<file path="config.mk">
export PLATFORM = sky130hd
export DESIGN_NAME = combined_lcg_shuffle_rng
export DESIGN_NICKNAME = d
export VERILOG_FILES = /design/src/rtl/clsr_pkg.sv /design/src/rtl/combined_lcg_shuffle_rng.sv /design/src/rtl/clsr_ram.sv /design/src/rtl/clsr_lcg.sv /design/src/rtl/clsr_dp.sv /design/src/rtl/clsr_ctrl.sv
export SDC_FILE = /design/constraint.sdc
export NUM_CORES = 2
export LEC_CHECK = 0
export ABC_AREA = 1
export BUFFER_PORTS_ARGS = -buffer_cell sky130_fd_sc_hd__buf_4
export CAP_MARGIN = 0
export CORE_UTILIZATION = 35
export DETAILED_ROUTE_END_ITERATION = 8
export SLEW_MARGIN = 20
export SYNTH_ARGS = -nofsm -noshare
export SYNTH_HDL_FRONTEND = slang
export SYNTH_HIERARCHICAL = 1
export SYNTH_SLANG_ARGS = --single-unit
</file>
<file path="constraint.sdc">
create_clock -name i_clk -period 16.5 [get_ports i_clk]
set_clock_uncertainty 0.2 [all_clocks]
set_input_delay 4.125 -clock i_clk [delete_from_list [all_inputs] [get_ports i_clk]]
set_output_delay 4.125 -clock i_clk [all_outputs]
set_load 0.03 [all_outputs]
</file>
<file path="src/rtl/clsr_pkg.sv">
`default_nettype none
// ----------------------------------------------------------------------------
// clsr_pkg
// Shared constants and controller/datapath command and status types for the
// combined congruential generator with shuffle table.
// ----------------------------------------------------------------------------
package clsr_pkg;

    localparam int unsigned VAL_W          = 31;
    localparam int unsigned TABLE_SIZE_DEF = 32;
    localparam int unsigned EXTRA_WARMUP   = 8;

    localparam logic [30:0] MOD_ONE        = 31'd2147483563;
    localparam logic [30:0] MOD_TWO        = 31'd2147483399;
    localparam logic [15:0] MUL_ONE        = 16'd40014;
    localparam logic [15:0] MUL_TWO        = 16'd40692;
    // 2^31 minus each modulus, used to fold the high product bits back in.
    localparam logic [7:0]  FOLD_ONE       = 8'd85;
    localparam logic [7:0]  FOLD_TWO       = 8'd249;
    localparam logic [30:0] WRAP_ADD       = 31'd2147483562;
    localparam logic [30:0] DEFAULT_SECOND = 31'd123456789;

    typedef struct packed {
        logic seed_load;
        logic warm_step;
        logic div_load;
        logic gen_step;
        logic ram_read;
        logic finish;
    } t_cmd;

    typedef struct packed {
        logic warm_done;
        logic out_busy;
    } t_status;

endpackage
`default_nettype wire

</file>
<file path="src/rtl/combined_lcg_shuffle_rng.sv">
`default_nettype none
// ----------------------------------------------------------------------------
// combined_lcg_shuffle_rng
// Combined two-generator congruential random number source with a shuffle
// table.
//
// The input channel takes one item at a time: a draw, or a reseed followed
// by a draw. Each item gives exactly one result on the output channel.
// A draw is accepted, then runs through the slot computation, the generator
// step and the table read before its result is written; the block takes no
// new item until the current one is finished, for any table size.
// The slot comes from one reciprocal multiplication of the previous result,
// and each generator step passes through a two-register multiply and
// modular reduction pipeline.
// A reseed adds warm-up steps before its draw, of which only the last
// TABLE_SIZE also write the table.
// Reset restores both generators to their start values and marks every
// table entry as reading zero; no clearing pass is needed.
// A stalled result holds in the output register while the next item is
// accepted and worked on; that item's result waits until the register frees.
// ----------------------------------------------------------------------------
module combined_lcg_shuffle_rng
    import clsr_pkg::*;
#(
    parameter int TABLE_SIZE = TABLE_SIZE_DEF
) (
    input  wire logic        i_clk,
    input  wire logic        i_rst_n,
    input  wire logic        i_in_valid,
    output logic             o_in_stall,
    input  wire logic        i_req_type,
    input  wire logic [30:0] i_seed_value,
    output logic             o_out_valid,
    input  wire logic        i_out_stall,
    output logic      [30:0] o_random_value
);

    t_cmd    cmd;
    t_status status;

    clsr_ctrl u_ctrl (
        .i_clk      (i_clk),
        .i_rst_n    (i_rst_n),
        .i_in_valid (i_in_valid),
        .i_req_type (i_req_type),
        .i_status   (status),
        .o_cmd      (cmd),
        .o_in_stall (o_in_stall)
    );

    clsr_dp #(.TABLE_SIZE(TABLE_SIZE)) u_dp (
        .i_clk          (i_clk),
        .i_rst_n        (i_rst_n),
        .i_cmd          (cmd),
        .o_status       (status),
        .i_seed_value   (i_seed_value),
        .i_out_stall    (i_out_stall),
        .o_out_valid    (o_out_valid),
        .o_random_value (o_random_value)
    );

endmodule
`default_nettype wire

</file>
<file path="src/rtl/clsr_ram.sv">
`default_nettype none
// ----------------------------------------------------------------------------
// clsr_ram
// Generic simple dual-port RAM with one write port and a registered read port.
// ----------------------------------------------------------------------------
module clsr_ram #(
    parameter int WIDTH = 31,
    parameter int DEPTH = 32
) (
    input  wire logic                     i_clk,
    input  wire logic                     i_we,
    input  wire logic [$clog2(DEPTH)-1:0] i_waddr,
    input  wire logic [WIDTH-1:0]         i_wdata,
    input  wire logic                     i_re,
    input  wire logic [$clog2(DEPTH)-1:0] i_raddr,
    output logic      [WIDTH-1:0]         o_rdata
);

    logic [WIDTH-1:0] r_mem [DEPTH];
    logic [WIDTH-1:0] r_rdata;

    always_ff @(posedge i_clk) begin
        if (i_we) begin
            r_mem[i_waddr] <= i_wdata;
        end
        if (i_re) begin
            r_rdata <= r_mem[i_raddr];
        end
    end

    assign o_rdata = r_rdata;

endmodule
`default_nettype wire

</file>
<file path="src/rtl/clsr_lcg.sv">
`default_nettype none
// ----------------------------------------------------------------------------
// clsr_lcg
// One multiplicative congruential step, z * MUL mod MODV, as a free-running
// pipeline: multiply, fold the high bits, then one compare and subtract.
// ----------------------------------------------------------------------------
module clsr_lcg
    import clsr_pkg::*;
#(
    parameter logic [15:0] MUL  = MUL_ONE,
    parameter logic [30:0] MODV = MOD_ONE,
    parameter logic [7:0]  FOLD = FOLD_ONE
) (
    input  wire logic        i_clk,
    input  wire logic [30:0] i_z,
    output logic      [30:0] o_next
);

    logic [46:0] r_prod;
    logic [46:0] n_prod;
    logic [31:0] r_fold;
    logic [31:0] n_fold;

    always_comb begin
        n_prod = {16'd0, i_z} * {31'd0, MUL};
        n_fold = {1'b0, r_prod[30:0]} + ({16'd0, r_prod[46:31]} * {24'd0, FOLD});
    end

    always_ff @(posedge i_clk) begin
        r_prod <= n_prod;
        r_fold <= n_fold;
    end

    // The folded sum stays below twice the modulus.
    assign o_next = (r_fold >= {1'b0, MODV}) ? 31'(r_fold - {1'b0, MODV}) : r_fold[30:0];

endmodule
`default_nettype wire

</file>
<file path="src/rtl/clsr_dp.sv">
`default_nettype none
// ----------------------------------------------------------------------------
// clsr_dp
// Datapath: both generators, the shuffle table with its valid bits, the
// reciprocal slot multiplier and the output register.
// ----------------------------------------------------------------------------
module clsr_dp
    import clsr_pkg::*;
#(
    parameter int TABLE_SIZE = TABLE_SIZE_DEF
) (
    input  wire logic        i_clk,
    input  wire logic        i_rst_n,
    input  wire t_cmd        i_cmd,
    output t_status          o_status,
    input  wire logic [30:0] i_seed_value,
    input  wire logic        i_out_stall,
    output logic             o_out_valid,
    output logic      [30:0] o_random_value
);

    localparam int AW = $clog2(TABLE_SIZE);
    localparam int SW = $clog2(TABLE_SIZE + EXTRA_WARMUP);
    localparam logic [30:0] SLOT_DIV = 31'(32'd1 + {1'b0, WRAP_ADD} / 32'(TABLE_SIZE));
    // The rounded-up reciprocal gives the exact quotient for any 31-bit dividend.
    localparam int RS = 31 + $clog2(SLOT_DIV);
    localparam logic [31:0] SLOT_RECIP =
        32'(((64'd1 << RS) + 64'(SLOT_DIV) - 64'd1) / 64'(SLOT_DIV));

    logic [30:0]         r_gen1, n_gen1;
    logic [30:0]         r_gen2, n_gen2;
    logic [30:0]         r_last, n_last;
    logic [SW-1:0]       r_step, n_step;
    logic [AW-1:0]       r_q, n_q;
    logic [TABLE_SIZE-1:0] r_valid, n_valid;
    logic                r_rd_valid, n_rd_valid;
    logic [30:0]         r_out, n_out;
    logic                r_out_valid, n_out_valid;

    logic [30:0]   lcg1_next;
    logic [30:0]   lcg2_next;
    logic [30:0]   seed_fix;
    logic [AW-1:0] slot;
    logic [62:0]   recip_prod;
    logic [62:0]   quot_full;
    logic          ram_we;
    logic [AW-1:0] ram_waddr;
    logic [30:0]   ram_wdata;
    logic [30:0]   ram_rdata;
    logic [30:0]   table_val;
    logic [31:0]   diff_raw;
    logic [31:0]   diff_fix;
    logic [30:0]   draw_val;

    clsr_lcg #(.MUL(MUL_ONE), .MODV(MOD_ONE), .FOLD(FOLD_ONE)) u_lcg1 (
        .i_clk  (i_clk),
        .i_z    (r_gen1),
        .o_next (lcg1_next)
    );

    clsr_lcg #(.MUL(MUL_TWO), .MODV(MOD_TWO), .FOLD(FOLD_TWO)) u_lcg2 (
        .i_clk  (i_clk),
        .i_z    (r_gen2),
        .o_next (lcg2_next)
    );

    clsr_ram #(.WIDTH(31), .DEPTH(TABLE_SIZE)) u_table (
        .i_clk   (i_clk),
        .i_we    (ram_we),
        .i_waddr (ram_waddr),
        .i_wdata (ram_wdata),
        .i_re    (i_cmd.ram_read),
        .i_raddr (slot),
        .o_rdata (ram_rdata)
    );

    assign seed_fix = (i_seed_value == '0) ? 31'd1 : i_seed_value;
    assign slot     = r_q;

    always_comb begin
        recip_prod = {32'd0, r_last} * {31'd0, SLOT_RECIP};
        quot_full  = recip_prod >> RS;
    end

    always_comb begin
        ram_we    = 1'b0;
        ram_waddr = slot;
        ram_wdata = r_gen1;
        if (i_cmd.warm_step) begin
            ram_we    = (r_step < SW'(TABLE_SIZE));
            ram_waddr = r_step[AW-1:0];
            ram_wdata = lcg1_next;
        end else if (i_cmd.finish) begin
            ram_we = 1'b1;
        end
    end

    always_comb begin
        table_val = r_rd_valid ? ram_rdata : '0;
        diff_raw  = {1'b0, table_val} - {1'b0, r_gen2};
        diff_fix  = (diff_raw[31] || diff_raw == '0) ? diff_raw + {1'b0, WRAP_ADD}
                                                     : diff_raw;
        draw_val  = diff_fix[30:0];
    end

    always_comb begin
        n_gen1      = r_gen1;
        n_gen2      = r_gen2;
        n_last      = r_last;
        n_step      = r_step;
        n_q         = r_q;
        n_valid     = r_valid;
        n_rd_valid  = r_rd_valid;
        n_out       = r_out;
        n_out_valid = r_out_valid;

        if (r_out_valid && !i_out_stall) begin
            n_out_valid = 1'b0;
        end
        if (i_cmd.seed_load) begin
            n_gen1 = seed_fix;
            n_gen2 = seed_fix;
            n_step = SW'(TABLE_SIZE + EXTRA_WARMUP - 1);
        end
        if (i_cmd.warm_step) begin
            n_gen1 = lcg1_next;
            n_last = lcg1_next;
            n_step = SW'(r_step - 1'b1);
        end
        if (i_cmd.div_load) begin
            n_q = (quot_full > 63'(TABLE_SIZE - 1)) ? AW'(TABLE_SIZE - 1)
                                                    : quot_full[AW-1:0];
        end
        if (i_cmd.gen_step) begin
            n_gen1 = lcg1_next;
            n_gen2 = lcg2_next;
        end
        if (i_cmd.ram_read) begin
            n_rd_valid = r_valid[slot];
        end
        if (i_cmd.finish) begin
            n_last      = draw_val;
            n_out       = draw_val;
            n_out_valid = 1'b1;
        end
        if (ram_we) begin
            n_valid[ram_waddr] = 1'b1;
        end
    end

    always_ff @(posedge i_clk) begin
        if (!i_rst_n) begin
            r_gen1      <= 31'd1;
            r_gen2      <= DEFAULT_SECOND;
            r_last      <= '0;
            r_valid     <= '0;
            r_out_valid <= 1'b0;
        end else begin
            r_gen1      <= n_gen1;
            r_gen2      <= n_gen2;
            r_last      <= n_last;
            r_valid     <= n_valid;
            r_out_valid <= n_out_valid;
        end
    end

    always_ff @(posedge i_clk) begin
        r_step     <= n_step;
        r_q        <= n_q;
        r_rd_valid <= n_rd_valid;
        r_out      <= n_out;
    end

    assign o_status       = '{warm_done: (r_step == '0),
                              out_busy:  (r_out_valid && i_out_stall)};
    assign o_out_valid    = r_out_valid;
    assign o_random_value = r_out;

endmodule
`default_nettype wire

</file>
<file path="src/rtl/clsr_ctrl.sv">
`default_nettype none
// ----------------------------------------------------------------------------
// clsr_ctrl
// Controller: sequences the warm-up steps, the slot computation, the
// generator step, the table read and the final write of each item.
// ----------------------------------------------------------------------------
module clsr_ctrl
    import clsr_pkg::*;
(
    input  wire logic    i_clk,
    input  wire logic    i_rst_n,
    input  wire logic    i_in_valid,
    input  wire logic    i_req_type,
    input  wire t_status i_status,
    output t_cmd         o_cmd,
    output logic         o_in_stall
);

    localparam int CW = 2;

    typedef enum logic [4:0] {
        S_IDLE = 5'b00001,
        S_WARM = 5'b00010,
        S_DRAW = 5'b00100,
        S_READ = 5'b01000,
        S_FIN  = 5'b10000
    } t_state;

    t_state        r_state, n_state;
    logic [CW-1:0] r_cnt, n_cnt;

    always_comb begin
        n_state = r_state;
        n_cnt   = r_cnt;
        o_cmd   = '0;
        unique case (r_state)
            S_IDLE: begin
                if (i_in_valid) begin
                    n_cnt = '0;
                    if (i_req_type) begin
                        o_cmd.seed_load = 1'b1;
                        n_state         = S_WARM;
                    end else begin
                        n_state = S_DRAW;
                    end
                end
            end
            S_WARM: begin
                if (r_cnt == CW'(2)) begin
                    o_cmd.warm_step = 1'b1;
                    n_cnt           = '0;
                    if (i_status.warm_done) begin
                        n_state = S_DRAW;
                    end
                end else begin
                    n_cnt = CW'(r_cnt + 1'b1);
                end
            end
            S_DRAW: begin
                if (r_cnt == '0) begin
                    o_cmd.div_load = 1'b1;
                end
                if (r_cnt == CW'(2)) begin
                    o_cmd.gen_step = 1'b1;
                    n_state        = S_READ;
                end else begin
                    n_cnt = CW'(r_cnt + 1'b1);
                end
            end
            S_READ: begin
                o_cmd.ram_read = 1'b1;
                n_state        = S_FIN;
            end
            S_FIN: begin
                if (!i_status.out_busy) begin
                    o_cmd.finish = 1'b1;
                    n_state      = S_IDLE;
                end
            end
            default: begin
                n_state = S_IDLE;
            end
        endcase
    end

    always_ff @(posedge i_clk) begin
        if (!i_rst_n) begin
            r_state <= S_IDLE;
            r_cnt   <= '0;
        end else begin
            r_state <= n_state;
            r_cnt   <= n_cnt;
        end
    end

    assign o_in_stall = (r_state != S_IDLE) || !i_rst_n;

endmodule
`default_nettype wire

</file>
==> results.md <==
* Final-report setup violation count at 0
* Die outline area at around 0.25 mm²
* Std cell rows at 181
* Fraction of synthesis flops using an asynchronous set or reset pin at 0%
* Mapped Nets at ~11,000
* Post-Synth XOR/XNOR Area at between 1 and 1.5%
* Remaining Overflow, GRT at 0
* CP Capture Point: o_in_stall
* Destination of the worst register-to-register timing path: u_dp/u_lcg1/r_prod[30]
* Worst Slack Setup Final at 7500 ps
* Maximum fanout along the worst path at 24
* Post-synthesis instance area at between 0.08 and 0.09 mm²
* Utilization after layout at approximately two fifths
* Wire length per cell at 20.4 µm
* Buffer cell driving the clock tree root: sky130_fd_sc_hd__clkbuf_16
* Kind of end point of the critical path: primary output
* Detailed-route wire length at between 200,000 and 300,000 µm
* Tot GR Track Use at a little over a fifth
* Multi-input logic area at between 0.04 and 0.05 mm²
* Compound-gate portion of the synthesized area at roughly 3.7%
* Cts-stage hold buffer count at 0
* Gates resized, CTS repair at 0
* Post-Synth Adder-Cell Area at about a fifth
* Layout Area Growth over Synthesis at 11.1%
* Setup slack at placement at 7490 ps
* Reg-to-reg slack, setup at approximately 11,000 ps
* Core area at between 0.2 and 0.25 mm²
* Number of cell instances on the worst register-to-register path at 20
* Library cell with the highest instance count after synthesis: sky130_fd_sc_hd__nand2_1
* Clock buffer count from CTS at 152
* Initial DRT Pass Iterations at 6
* Portion of netlist area occupied by mux cells at 0.0116%
* Vias in the first global route at between 60,000 and 70,000
* Area of all placed cells without fillers at about 0.096 mm²
* Vertical die dimension at roughly 500 µm
* Initial Util at 35.4%
* Sequential cell area at 0.0378 mm²
* Worst skew pair latency at a little over 800 ps
* Total clock sinks at about 1,400
* First element of the critical path: i_rst_n
* HPWL after detailed placement at just under 200,000 µm
* Dpl cell area at between 0.09 and 0.1 mm²
* Clock transition at the register clock pins on the worst setup and hold paths after CTS at about 60 ps
* Fin nets at ~11,000
* Total DRC errors in the routed layout at 0
* Largest family of logic cells by synthesized area: simple AND/OR/NAND/NOR gates
* Setup Crit Path Kind: input port to primary output
* Count of state elements after synthesis at 1,354
* Part of the cycle the worst path needs at a little over half
* Buffers from clock root to sink, at most at 3
* Dominant register cell in the synthesized netlist: sky130_fd_sc_hd__edfxtp_1
* Transition at the pin with the smallest max-transition slack at roughly 1200 ps
* Kind of launch point of the worst setup path: input port
* Top cells by count, synth: sky130_fd_sc_hd__nand2_1, sky130_fd_sc_hd__inv_1, sky130_fd_sc_hd__edfxtp_1
* Achievable frequency at between 100 and 150 MHz
* Max-capacitance violation count at 0
* Synthesized area per cell at between 8 and 9 µm²
* Count of different cell masters after synthesis at slightly below 60
* Cells after synthesis at slightly below 10,000
* Most area-hungry cell type in the Yosys netlist: sky130_fd_sc_hd__edfxtp_1
* Synth top area share at between 30% and 40%
* Setup bufs post-CTS at 0
* Total via count after detailed routing at about 66,000
* Ports placed on the boundary at slightly below 70
* Share of final-layout standard cells stronger than drive strength 1 at 5.79%
* Crit path required time at approximately 12,000 ps
* Average vias per placed instance at about 5.0
* Number of nets with antenna violations after detailed routing at 0
* Setup_tns at 0 ps
* TritonCTS clock tree: done
* Period minus WS final at about 9000 ps
* Reg-to-reg startpoint: u_dp/r_gen1[8]
* Number of enable flip-flop cells after synthesis at 1,066
* Slew Limit Fails at 0
* Seq/Total Area, Yosys at between 40% and 50%
* Number of fillers in the final layout at around 24,000
* Synthesis Warnings at 6
* Type of the tightest min-delay check: register to register
* Number of H-tree branching levels at 4
* First-pass GRT wire length at just over 400,000 µm
* RSZ-0062 raised after global routing: no
* Crit path arrival time at approximately 4700 ps
* Post-synthesis share of cell area spent on and, or, nand and nor gates at 23.6%
* Gpl congestion at between 0.9 and 1
* I/O Buffers at between 60 and 70
* Number of antenna violations at the first check in global routing at 19
* Final count of hold timing violations at 0
* Status: finished clean
* Rel. slew slack at between 15 and 20%
* Die width at approximately 500 µm
* Iter 0 DRT Violations at approximately 6,200
* Largest net degree at the start of global routing at approximately 220
* Largest cells by area after synthesis: sky130_fd_sc_hd__edfxtp_1, sky130_fd_sc_hd__nand2_1, sky130_fd_sc_hd__fa_1
per-layer routing:
layer / up-vias / global-route usage, % / part of all wire [%]
met5: - / 0 / 0.0048
met4: 2 / 8.75 / 4.4
met3: 400 / 2.51 / 6.1
met2: 2255 / 34.5 / 46
met1: 32000 / 29.1 / 43
li1: 31600 / - / -
metrics by stage:
step | hold WS, ps | std cells
6_report | 260 | 13100
5_1_grt | 288 | 13100
4_1_cts | 256 | 13100
3_5_place_dp | 247 | 12800
3_3_place_gp | 245 | 12800
2_1_floorplan | 159 | 9774
layout by cell type, fill, tap and decap left out, types with 13 or more instances in the layout:
| cell | netlist | routed |
|---|---|---|
| sky130_fd_sc_hd__nand2_1 | 3114 | 3110 |
| sky130_fd_sc_hd__inv_1 | 1487 | 1486 |
| sky130_fd_sc_hd__edfxtp_1 | 1066 | 1066 |
| sky130_fd_sc_hd__nand3_1 | 1033 | 1033 |
| sky130_fd_sc_hd__ha_1 | 620 | 620 |
| sky130_fd_sc_hd__fa_1 | 448 | 448 |
| sky130_fd_sc_hd__nor2_1 | 456 | 420 |
| sky130_fd_sc_hd__dfxtp_1 | 288 | 288 |
| sky130_fd_sc_hd__a21oi_1 | 254 | 254 |
| sky130_fd_sc_hd__clkbuf_16 | 0 | 154 |
| sky130_fd_sc_hd__buf_4 | 44 | 138 |
| sky130_fd_sc_hd__o21ai_0 | 123 | 96 |
| sky130_fd_sc_hd__xor2_1 | 93 | 93 |
| sky130_fd_sc_hd__nand4_1 | 74 | 74 |
| sky130_fd_sc_hd__nor3_1 | 55 | 55 |
| sky130_fd_sc_hd__nand2_2 | 47 | 51 |
| sky130_fd_sc_hd__nor2_4 | 10 | 46 |
| sky130_fd_sc_hd__a31oi_1 | 41 | 41 |
| sky130_fd_sc_hd__clkbuf_1 | 79 | 35 |
| sky130_fd_sc_hd__xnor2_1 | 32 | 32 |
| sky130_fd_sc_hd__a221oi_1 | 28 | 28 |
| sky130_fd_sc_hd__clkinv_2 | 0 | 27 |
| sky130_fd_sc_hd__clkinv_1 | 1 | 25 |
| sky130_fd_sc_hd__o21ai_4 | 1 | 25 |
| sky130_fd_sc_hd__o211ai_1 | 24 | 24 |
| sky130_fd_sc_hd__nor2_2 | 22 | 22 |
| sky130_fd_sc_hd__inv_2 | 23 | 20 |
| sky130_fd_sc_hd__o21ai_1 | 16 | 16 |
| sky130_fd_sc_hd__o21bai_1 | 15 | 15 |
| sky130_fd_sc_hd__nor4_1 | 15 | 15 |
| sky130_fd_sc_hd__a211oi_1 | 13 | 13 |
registers in the layout, summed over array words and instances (netlist names), 6 cells and up:
name                  cells
u_dp/u_table/r_mem      992
u_dp/u_lcg1/r_fold       32
u_dp/u_lcg2/r_prod       45
u_dp/u_table/o_rdata     31
u_dp/r_valid             32
u_dp/r_gen1              31
u_dp/o_random_value      31
u_dp/r_gen2              31
u_dp/u_lcg1/r_prod       46
u_dp/r_last              31
u_dp/r_step               6
u_dp/u_lcg2/r_fold       32
worst max-delay path: stages:
cell	delay (ps)
sky130_fd_sc_hd__buf_4	270
sky130_fd_sc_hd__nand2_1	100
sky130_fd_sc_hd__buf_4	180
layout make-up:
| class | instances | share of cell area, % |
|---|---|---|
| diodes | 9 | 0.0235 |
| clock buffers | 196 | 4.26 |
| clock inverters | 85 | 0.975 |
| inverters | 1512 | 5.95 |
| multi-input cells | 6622 | 43.8 |
| flip-flops and latches | 1354 | 39.4 |
| well taps | 3202 | 4.18 |
| repair buffers | 153 | 1.46 |
cells by family after synthesis:
group / after synthesis
and+or+nand+nor: 4877
buffers and inverters: 1798
DFF: 1354
adders and majority gates: 1068
AOI/OAI and AO/OA: 550
xor gates and xnor gates: 126
muxes: 1
worst min path at each step:
stage | startpoint | end | slack, ps | depth (start not counted)
2_1_floorplan | u_dp/u_lcg1/r_prod[31] | u_dp/u_lcg1/r_fold[0] | 160 | 0
3_5_place_dp | u_dp/r_valid[23] | u_dp/r_valid[23] | 250 | 2
5_1_grt | u_dp/r_valid[15] | u_dp/r_valid[15] | 290 | 2
6_report | u_dp/r_valid[23] | u_dp/r_valid[23] | 260 | 2
4_1_cts | u_dp/r_valid[23] | u_dp/r_valid[23] | 260 | 2
3_3_place_gp | u_dp/u_lcg2/r_prod[2] | u_dp/u_lcg2/r_fold[2] | 250 | 1
Power is left out: the tool's default activity adds up to more than one toggle a clock period on the data nets, which glitch-free logic cannot reach.
